`config.mk`:
```
export PLATFORM = sky130hd
export DESIGN_NAME = thread_ready_queue_unit
export DESIGN_NICKNAME = d
export VERILOG_FILES = /design/src/hw/rtl/trq_pkg.sv /design/src/hw/rtl/trq_ram.sv /design/src/hw/rtl/trq_ctrl.sv /design/src/hw/rtl/thread_ready_queue_unit.sv
export SDC_FILE = /design/constraint.sdc
export NUM_CORES = 1
export LEC_CHECK = 0
export BUFFER_PORTS_ARGS = -buffer_cell sky130_fd_sc_hd__buf_4
export CAP_MARGIN = 20
export CORE_MARGIN = 8
export CORE_UTILIZATION = 60
export CTS_CLUSTER_SIZE = 28
export DETAILED_ROUTE_END_ITERATION = 7
export PLACE_DENSITY = 0.88
export RECOVER_POWER = 100
export SLEW_MARGIN = 40
export SYNTH_ARGS = -nofsm -noshare
export SYNTH_HDL_FRONTEND = slang
export SYNTH_SLANG_ARGS = --single-unit
```
`constraint.sdc`:
```
create_clock -name aclk -period 4.35 [get_ports aclk]
set_input_delay 0.2175 -clock aclk [delete_from_list [all_inputs] [get_ports aclk]]
set_output_delay 0.2175 -clock aclk [all_outputs]
set_load 0.1 [all_outputs]
```
`src/hw/rtl/trq_pkg.sv`:
```
// ----------------------------------------------------------------------------
// Thread ready queue package
// Shared constants, operation and status codes and the sequencer state type.
// ----------------------------------------------------------------------------
package trq_pkg;

    localparam int DEFAULT_QUEUE_DEPTH = 16;
    localparam int DEFAULT_ID_BITS     = 8;

    localparam int KIND_W   = 2;
    localparam int STATUS_W = 2;

    typedef enum logic [KIND_W-1:0] {
        KIND_ADD       = 2'd0,
        KIND_YIELD     = 2'd1,
        KIND_TERMINATE = 2'd2,
        KIND_QUANTUM   = 2'd3
    } kind_t;

    typedef enum logic [STATUS_W-1:0] {
        STATUS_OK        = 2'd0,
        STATUS_EMPTY     = 2'd1,
        STATUS_FULL      = 2'd2,
        STATUS_NOT_FOUND = 2'd3
    } status_t;

    typedef enum logic [2:0] {
        ST_IDLE,
        ST_SCAN,
        ST_SHIFT,
        ST_APPEND,
        ST_DONE
    } state_t;

endpackage

```
`src/hw/rtl/trq_ram.sv`:
```
// ----------------------------------------------------------------------------
// Generic RAM
// One write port and one read port with registered read data.
// ----------------------------------------------------------------------------
module trq_ram #(
    parameter int WIDTH = 8,
    parameter int DEPTH = 16
) (
    input  logic                     aclk,
    input  logic                     wr_en,
    input  logic [$clog2(DEPTH)-1:0] wr_addr,
    input  logic [WIDTH-1:0]         wr_data,
    input  logic [$clog2(DEPTH)-1:0] rd_addr,
    output logic [WIDTH-1:0]         rd_data
);

    logic [WIDTH-1:0] mem [DEPTH];
    logic [WIDTH-1:0] rd_data_reg;

    always_ff @(posedge aclk) begin
        if (wr_en) begin
            mem[wr_addr] <= wr_data;
        end
        rd_data_reg <= mem[rd_addr];
    end

    assign rd_data = rd_data_reg;

endmodule

```
`src/hw/rtl/trq_ctrl.sv`:
```
// ----------------------------------------------------------------------------
// Thread ready queue sequencer
// Walks the slot memory one entry a cycle to pop, search and close gaps.
// ----------------------------------------------------------------------------
module trq_ctrl #(
    parameter int QUEUE_DEPTH = 16,
    parameter int ID_BITS     = 8
) (
    input  logic                               aclk,
    input  logic                               aresetn,
    input  logic                               req_valid,
    output logic                               req_ready,
    input  logic [trq_pkg::KIND_W-1:0]         req_kind,
    input  logic [ID_BITS-1:0]                 req_tid,
    input  logic [ID_BITS-1:0]                 req_rid,
    output logic                               res_valid,
    input  logic                               res_ready,
    output logic                               res_dv,
    output logic [ID_BITS-1:0]                 res_did,
    output logic [trq_pkg::STATUS_W-1:0]       res_status,
    output logic [$clog2(QUEUE_DEPTH+1)-1:0]   res_count,
    output logic                               ram_wr_en,
    output logic [$clog2(QUEUE_DEPTH)-1:0]     ram_wr_addr,
    output logic [ID_BITS-1:0]                 ram_wr_data,
    output logic [$clog2(QUEUE_DEPTH)-1:0]     ram_rd_addr,
    input  logic [ID_BITS-1:0]                 ram_rd_data
);

    import trq_pkg::*;

    localparam int IDX_W = $clog2(QUEUE_DEPTH);
    localparam int CNT_W = $clog2(QUEUE_DEPTH + 1);
    localparam int CMP_W = CNT_W + 1;

    state_t             state_reg, state_next;
    kind_t              kind_reg, kind_next;
    logic [ID_BITS-1:0] tid_reg, tid_next;
    logic [ID_BITS-1:0] rid_reg, rid_next;
    logic               pop_reg, pop_next;
    logic               dv_reg, dv_next;
    logic [ID_BITS-1:0] did_reg, did_next;
    status_t            status_reg, status_next;
    logic [CNT_W-1:0]   count_reg, count_next;
    logic [IDX_W-1:0]   idx_reg, idx_next;

    kind_t              in_kind;
    logic               accept;
    logic               is_empty;
    logic               is_full;
    logic               walk;
    logic               match;
    logic               more1;
    logic               more2;
    logic [CMP_W-1:0]   idx_p1;
    logic [CMP_W-1:0]   idx_p2;

    assign in_kind  = kind_t'(req_kind);
    assign accept   = req_valid && (state_reg == ST_IDLE);
    assign is_empty = (count_reg == '0);
    assign is_full  = (count_reg == CNT_W'(QUEUE_DEPTH));
    assign walk     = (in_kind != KIND_ADD) && !is_empty;
    assign match    = pop_reg || (ram_rd_data == tid_reg);
    assign idx_p1   = CMP_W'(idx_reg) + CMP_W'(1);
    assign idx_p2   = CMP_W'(idx_reg) + CMP_W'(2);
    assign more1    = idx_p1 < CMP_W'(count_reg);
    assign more2    = idx_p2 < CMP_W'(count_reg);

    always_ff @(posedge aclk) begin
        if (!aresetn) begin
            state_reg <= ST_IDLE;
            count_reg <= '0;
        end else begin
            state_reg <= state_next;
            count_reg <= count_next;
        end
        kind_reg   <= kind_next;
        tid_reg    <= tid_next;
        rid_reg    <= rid_next;
        pop_reg    <= pop_next;
        dv_reg     <= dv_next;
        did_reg    <= did_next;
        status_reg <= status_next;
        idx_reg    <= idx_next;
    end

    always_comb begin
        state_next = state_reg;
        unique case (state_reg)
            ST_IDLE: begin
                if (accept) begin
                    state_next = walk ? ST_SCAN : ST_DONE;
                end
            end
            ST_SCAN: begin
                if (match) begin
                    if (more1) begin
                        state_next = ST_SHIFT;
                    end else begin
                        state_next = (kind_reg == KIND_QUANTUM) ? ST_APPEND : ST_DONE;
                    end
                end else if (!more1) begin
                    state_next = ST_DONE;
                end
            end
            ST_SHIFT: begin
                if (!more2) begin
                    state_next = (kind_reg == KIND_QUANTUM) ? ST_APPEND : ST_DONE;
                end
            end
            ST_APPEND: begin
                state_next = ST_DONE;
            end
            ST_DONE: begin
                if (res_ready) begin
                    state_next = ST_IDLE;
                end
            end
            default: begin
                state_next = ST_IDLE;
            end
        endcase
    end

    always_comb begin
        kind_next   = kind_reg;
        tid_next    = tid_reg;
        rid_next    = rid_reg;
        pop_next    = pop_reg;
        dv_next     = dv_reg;
        did_next    = did_reg;
        status_next = status_reg;
        count_next  = count_reg;
        idx_next    = idx_reg;
        ram_wr_en   = 1'b0;
        ram_wr_addr = idx_reg;
        ram_wr_data = ram_rd_data;
        ram_rd_addr = '0;

        unique case (state_reg)
            ST_IDLE: begin
                if (accept) begin
                    kind_next   = in_kind;
                    tid_next    = req_tid;
                    rid_next    = req_rid;
                    dv_next     = 1'b0;
                    did_next    = '0;
                    status_next = STATUS_OK;
                    idx_next    = '0;
                    pop_next    = 1'b1;
                    unique case (in_kind)
                        KIND_ADD: begin
                            if (is_full) begin
                                status_next = STATUS_FULL;
                            end else begin
                                ram_wr_en   = 1'b1;
                                ram_wr_addr = count_reg[IDX_W-1:0];
                                ram_wr_data = req_tid;
                                count_next  = count_reg + CNT_W'(1);
                            end
                        end
                        KIND_YIELD: begin
                            if (is_empty) begin
                                status_next = STATUS_EMPTY;
                            end
                        end
                        KIND_TERMINATE: begin
                            if (req_tid == req_rid) begin
                                if (is_empty) begin
                                    status_next = STATUS_EMPTY;
                                end
                            end else begin
                                pop_next = 1'b0;
                                if (is_empty) begin
                                    status_next = STATUS_NOT_FOUND;
                                end
                            end
                        end
                        KIND_QUANTUM: begin
                            if (is_empty) begin
                                dv_next  = 1'b1;
                                did_next = req_rid;
                            end
                        end
                        default: begin
                            status_next = STATUS_OK;
                        end
                    endcase
                end
            end
            ST_SCAN: begin
                if (match) begin
                    if (pop_reg) begin
                        dv_next  = 1'b1;
                        did_next = ram_rd_data;
                    end
                    if (more1) begin
                        ram_rd_addr = idx_p1[IDX_W-1:0];
                    end else if (kind_reg != KIND_QUANTUM) begin
                        count_next = count_reg - CNT_W'(1);
                    end
                end else if (more1) begin
                    ram_rd_addr = idx_p1[IDX_W-1:0];
                    idx_next    = idx_p1[IDX_W-1:0];
                end else begin
                    status_next = STATUS_NOT_FOUND;
                end
            end
            ST_SHIFT: begin
                ram_wr_en   = 1'b1;
                ram_wr_addr = idx_reg;
                ram_wr_data = ram_rd_data;
                idx_next    = idx_p1[IDX_W-1:0];
                if (more2) begin
                    ram_rd_addr = idx_p2[IDX_W-1:0];
                end else if (kind_reg != KIND_QUANTUM) begin
                    count_next = count_reg - CNT_W'(1);
                end
            end
            ST_APPEND: begin
                ram_wr_en   = 1'b1;
                ram_wr_addr = IDX_W'(count_reg - CNT_W'(1));
                ram_wr_data = rid_reg;
            end
            ST_DONE: begin
                ram_wr_en = 1'b0;
            end
            default: begin
                ram_wr_en = 1'b0;
            end
        endcase
    end

    assign req_ready  = (state_reg == ST_IDLE);
    assign res_valid  = (state_reg == ST_DONE);
    assign res_dv     = dv_reg;
    assign res_did    = did_reg;
    assign res_status = status_reg;
    assign res_count  = count_reg;

endmodule

```
`src/hw/rtl/thread_ready_queue_unit.sv`:
```
// ----------------------------------------------------------------------------
// Thread ready queue unit
// FIFO ready queue of thread ids with add, yield, terminate and quantum expiry.
// ----------------------------------------------------------------------------
// Channel  Direction  Fields (lowest bit first)
// s_       in         tdata: kind, thread_id, running_id
// m_       out        tdata: dispatch_valid, dispatch_id, status,
//                            queue_empty_after, entry_count
//
// An add writes its slot without a walk. Yield and terminate walk the occupied
// entries of the slot RAM one entry a cycle, and quantum expiry appends after the
// walk; on an empty queue none of them walks. s_tready is low while a transaction
// is walked or its result waits for the output register. Reset empties the queue
// at once; the slot RAM is not cleared.
// ----------------------------------------------------------------------------
module thread_ready_queue_unit #(
    parameter int QUEUE_DEPTH = trq_pkg::DEFAULT_QUEUE_DEPTH,
    parameter int ID_BITS     = trq_pkg::DEFAULT_ID_BITS,
    localparam int IN_W  = (((trq_pkg::KIND_W + 2 * ID_BITS) + 7) / 8) * 8,
    localparam int OUT_W =
        (((2 + ID_BITS + trq_pkg::STATUS_W + $clog2(QUEUE_DEPTH + 1)) + 7) / 8) * 8
) (
    input  logic             aclk,
    input  logic             aresetn,
    input  logic             s_tvalid,
    output logic             s_tready,
    // kind, thread_id, running_id
    input  logic [IN_W-1:0]  s_tdata,
    output logic             m_tvalid,
    input  logic             m_tready,
    // dispatch_valid, dispatch_id, status, queue_empty_after, entry_count
    output logic [OUT_W-1:0] m_tdata
);

    import trq_pkg::*;

    localparam int IDX_W = $clog2(QUEUE_DEPTH);
    localparam int CNT_W = $clog2(QUEUE_DEPTH + 1);

    logic                res_valid;
    logic                res_ready;
    logic                res_dv;
    logic [ID_BITS-1:0]  res_did;
    logic [STATUS_W-1:0] res_status;
    logic [CNT_W-1:0]    res_count;
    logic                ram_wr_en;
    logic [IDX_W-1:0]    ram_wr_addr;
    logic [ID_BITS-1:0]  ram_wr_data;
    logic [IDX_W-1:0]    ram_rd_addr;
    logic [ID_BITS-1:0]  ram_rd_data;

    logic                m_tvalid_reg, m_tvalid_next;
    logic [OUT_W-1:0]    m_tdata_reg, m_tdata_next;

    trq_ctrl #(
        .QUEUE_DEPTH (QUEUE_DEPTH),
        .ID_BITS     (ID_BITS)
    ) u_ctrl (
        .aclk        (aclk),
        .aresetn     (aresetn),
        .req_valid   (s_tvalid),
        .req_ready   (s_tready),
        .req_kind    (s_tdata[KIND_W-1:0]),
        .req_tid     (s_tdata[KIND_W +: ID_BITS]),
        .req_rid     (s_tdata[KIND_W + ID_BITS +: ID_BITS]),
        .res_valid   (res_valid),
        .res_ready   (res_ready),
        .res_dv      (res_dv),
        .res_did     (res_did),
        .res_status  (res_status),
        .res_count   (res_count),
        .ram_wr_en   (ram_wr_en),
        .ram_wr_addr (ram_wr_addr),
        .ram_wr_data (ram_wr_data),
        .ram_rd_addr (ram_rd_addr),
        .ram_rd_data (ram_rd_data)
    );

    trq_ram #(
        .WIDTH (ID_BITS),
        .DEPTH (QUEUE_DEPTH)
    ) u_slots (
        .aclk    (aclk),
        .wr_en   (ram_wr_en),
        .wr_addr (ram_wr_addr),
        .wr_data (ram_wr_data),
        .rd_addr (ram_rd_addr),
        .rd_data (ram_rd_data)
    );

    assign res_ready = !m_tvalid_reg || m_tready;

    always_comb begin
        m_tvalid_next = m_tvalid_reg;
        m_tdata_next  = m_tdata_reg;
        if (res_valid && res_ready) begin
            m_tvalid_next = 1'b1;
            m_tdata_next  = OUT_W'({res_count, (res_count == '0), res_status,
                                    res_did, res_dv});
        end else if (m_tready) begin
            m_tvalid_next = 1'b0;
        end
    end

    always_ff @(posedge aclk) begin
        if (!aresetn) begin
            m_tvalid_reg <= 1'b0;
        end else begin
            m_tvalid_reg <= m_tvalid_next;
        end
        m_tdata_reg <= m_tdata_next;
    end

    assign m_tvalid = m_tvalid_reg;
    assign m_tdata  = m_tdata_reg;

endmodule

```
==> results.toml <==
[run_status]
outcome = "complete, no violations"

[drt]
met1Wirelength_microns = 7220
via_count = 5087
drt_iter0_drc = 644
antenna_left = 0
firstDrtPassIters = 5
wl_met3_microns = 1420
drc = 0
wl_per_cell_microns = 23.3
routed_wl_microns = 18600
dr_wl_met2_microns = 9440
top_layer_used = "met4"
drt-vias-per-instance = 6.37

[global_route]
grt_first_pass_wirelength_microns = 29000
grt_start_max_net_pins = 41
grt_pass1_vias = 5097
grt_overflow = 0
antenna_found_initial = 0
track_usage = 0.215

[logic_synthesis]
synth-edff-count = 179
synth_seq_cells = 196
avgSynthCellArea_sq_um = 15.7
yosysSeqAreaShare = 0.686
syn_area_sq_um = 8330
ys.warnings.count = 0
synth_cell_types = 61
async_flop_share = 0
ys.flop_type = "edfxtp_1"
postSynthCellCount = 530

[clock_network]
cts_root_buf = "clkbuf_16"
cts_repair_resize_count = 0
post_cts_buffers = 0
cts_made_buffers = 17
cts_hold_buf = 18
clock_latency_ns = 0.44
clk_pin_slew_ns = 0.07
cts.path.max_buffers = 2
cts_tree = "yes"
cts.sinks = 196
cts_htree_levels = 4

[finish]
largest_register_ffs = 128
finalNetCount = 645
layout.cells.non_filler = 798
antennaDiodeCount = 0
layout-drive-gt1-share = 0.120
final_cell_mix = "edfxtp_1 (179), nand2_1 (53), clkbuf_1 (53), nor2_1 (33), a22oi_1 (24)"
syn2layout_area_growth_pct = 13.6
final_common_cell = "edfxtp_1"

[die]
die_w_microns = 134
core_sq_um = 13700
die_h_microns = 134
rows = 43
initial_core_util = 0.607
boundaryPins = 54
die_area_sq_um = 17900

[worst_setup_path]
setup.worst_path.end_class = "flop"
critPathArrivalTime_ns = 4.34
worst_ep_required_time_ns = 4.65
r2r_cells = 12
critPathMaxFanout = 40
path_class = "reg -> reg"
start_kind = "flop"

[hold_path]
hold_depth = 2
min_path_type = "in -> reg"

[pwr]
leakage_nw = 3.25
p_per_area_nw_per_um2 = 502
ir_worst_vdd_mv = 0.363

[sta]
tightest_slew_ns = 1.21
hold_viol = 0
rsz0062_at_grt = "false"
slew_headroom = 0.194
finalCritPeriodShare = 0.929
fin_setup_tns_ns = 0
max_clock_freq_ghz = 0.248
slew_violations = 0
clock_skew_ns = 0.0156
setup_ws_ns = 0.310
setup_viol_count_final = 0
fin_crit_ns = 4.04

[placement]
dp_cells = 748
hpwl_microns = 11700
pre_cts_slack_ns = 0.563
gp_congestion = 0.920
io_buffers = 40

[flow_run]
maxCapViolCount = 0
[critical path, stage by stage, from the launching register on]
cell and delay (ns):
edfxtp_1 0.49, ha_1 0.28, xor2_1 0.38, ha_1 0.34, a21oi_1 0.13, o21ai_0 0.20, a2111oi_4 0.49, clkbuf_1 0.39
a22oi_2 0.08, buf_4 0.33, mux4_1 0.31, a22oi_1 0.32, nand3_1 0.16
[logic make-up after synthesis]
| kind of cell | Yosys count | share of synthesized area |
|---|---|---|
| AOI/OAI and AO/OA | 81 | 0.0732 |
| xor gates and xnor gates | 23 | 0.0242 |
| adders and majority gates | 12 | 0.0180 |
| buffers and inverters | 34 | 0.0203 |
| DFF | 196 | 0.686 |
| muxes | 43 | 0.0971 |
| other | 1 | 0.000450 |
| and+or+nand+nor | 140 | 0.0804 |
[final cells by class]
| type | instances | area (sq um) |
|---|---|---|
| Multi-Input combinational cell | 306 | 2470 |
| Clock buffer | 20 | 457 |
| Fill cell | 868 | 4260 |
| Sequential cell | 196 | 5720 |
| Tap cell | 180 | 225 |
| Inverter | 9 | 33.8 |
| Timing Repair Buffer | 75 | 413 |
| Clock inverter | 12 | 153 |
[cell usage after synthesis, drive strengths merged (2+ instances only)]
cell type    n  share of area
nor2        33          0.015
nor3         4         0.0024
nor4         4         0.0030
o211ai       3         0.0027
mux2i        3         0.0051
or2          2         0.0015
o21ai       12         0.0077
dfxtp       17          0.041
nand2       53          0.024
ha          12          0.018
o22ai        3         0.0023
and3         6         0.0045
o21a         4         0.0036
a22o         9         0.0096
nor2b        7         0.0053
nor3b        2         0.0024
clkbuf      15         0.0068
inv          9         0.0041
a21oi       10         0.0060
xor2        10          0.011
a211oi       3         0.0033
edfxtp     179           0.65
and2         4         0.0030
nand2b       3         0.0023
buf         10         0.0095
a22oi       25          0.023
and3b        2         0.0024
nand3       10         0.0060
xnor2       13          0.014
mux2        16          0.022
mux4        24          0.070
nand4        4         0.0030
[per-layer routing]
metal  GRT usage  vias up
met1       0.254     2505
met4      0.0898        0
met3      0.0580       58
met2       0.366      310
met5           0        -
li1            -     2214
[stage by stage]
stage          total power [W]  hold WS [ns]   util  instance area (sq um)
6_report               0.00475        0.0800  0.690                   9460
4_1_cts                0.00478        0.0632  0.705                   9670
3_5_place_dp           0.00318         0.407  0.647                   8880
3_3_place_gp           0.00313         0.401  0.647                   8880
2_1_floorplan          0.00296         0.316      -                   8350
5_1_grt                0.00490        0.0776  0.690                   9460
[where the power goes]
part	total [W]	switching, W	leakage, nW	internal, W
logic	0.000801	0.000619	1.17	0.000182
registers	0.00234	0.0000867	1.79	0.00225
clock network	0.00161	0.000677	0.296	0.000936
[path summary, 6_finish.rpt]
| kind | start | end | slack, ns |
|---|---|---|---|
| min | aresetn | u_ctrl.res_count[0] | 0.08 |
| max reg2reg | u_ctrl.idx_reg[1] | u_slots.rd_data[3] | 0.31 |
| max | u_ctrl.idx_reg[1] | u_slots.rd_data[3] | 0.31 |
| min reg2reg | u_ctrl.res_status[0] | m_tdata[9] | 0.43 |
Power figures use the tool's default switching activity.
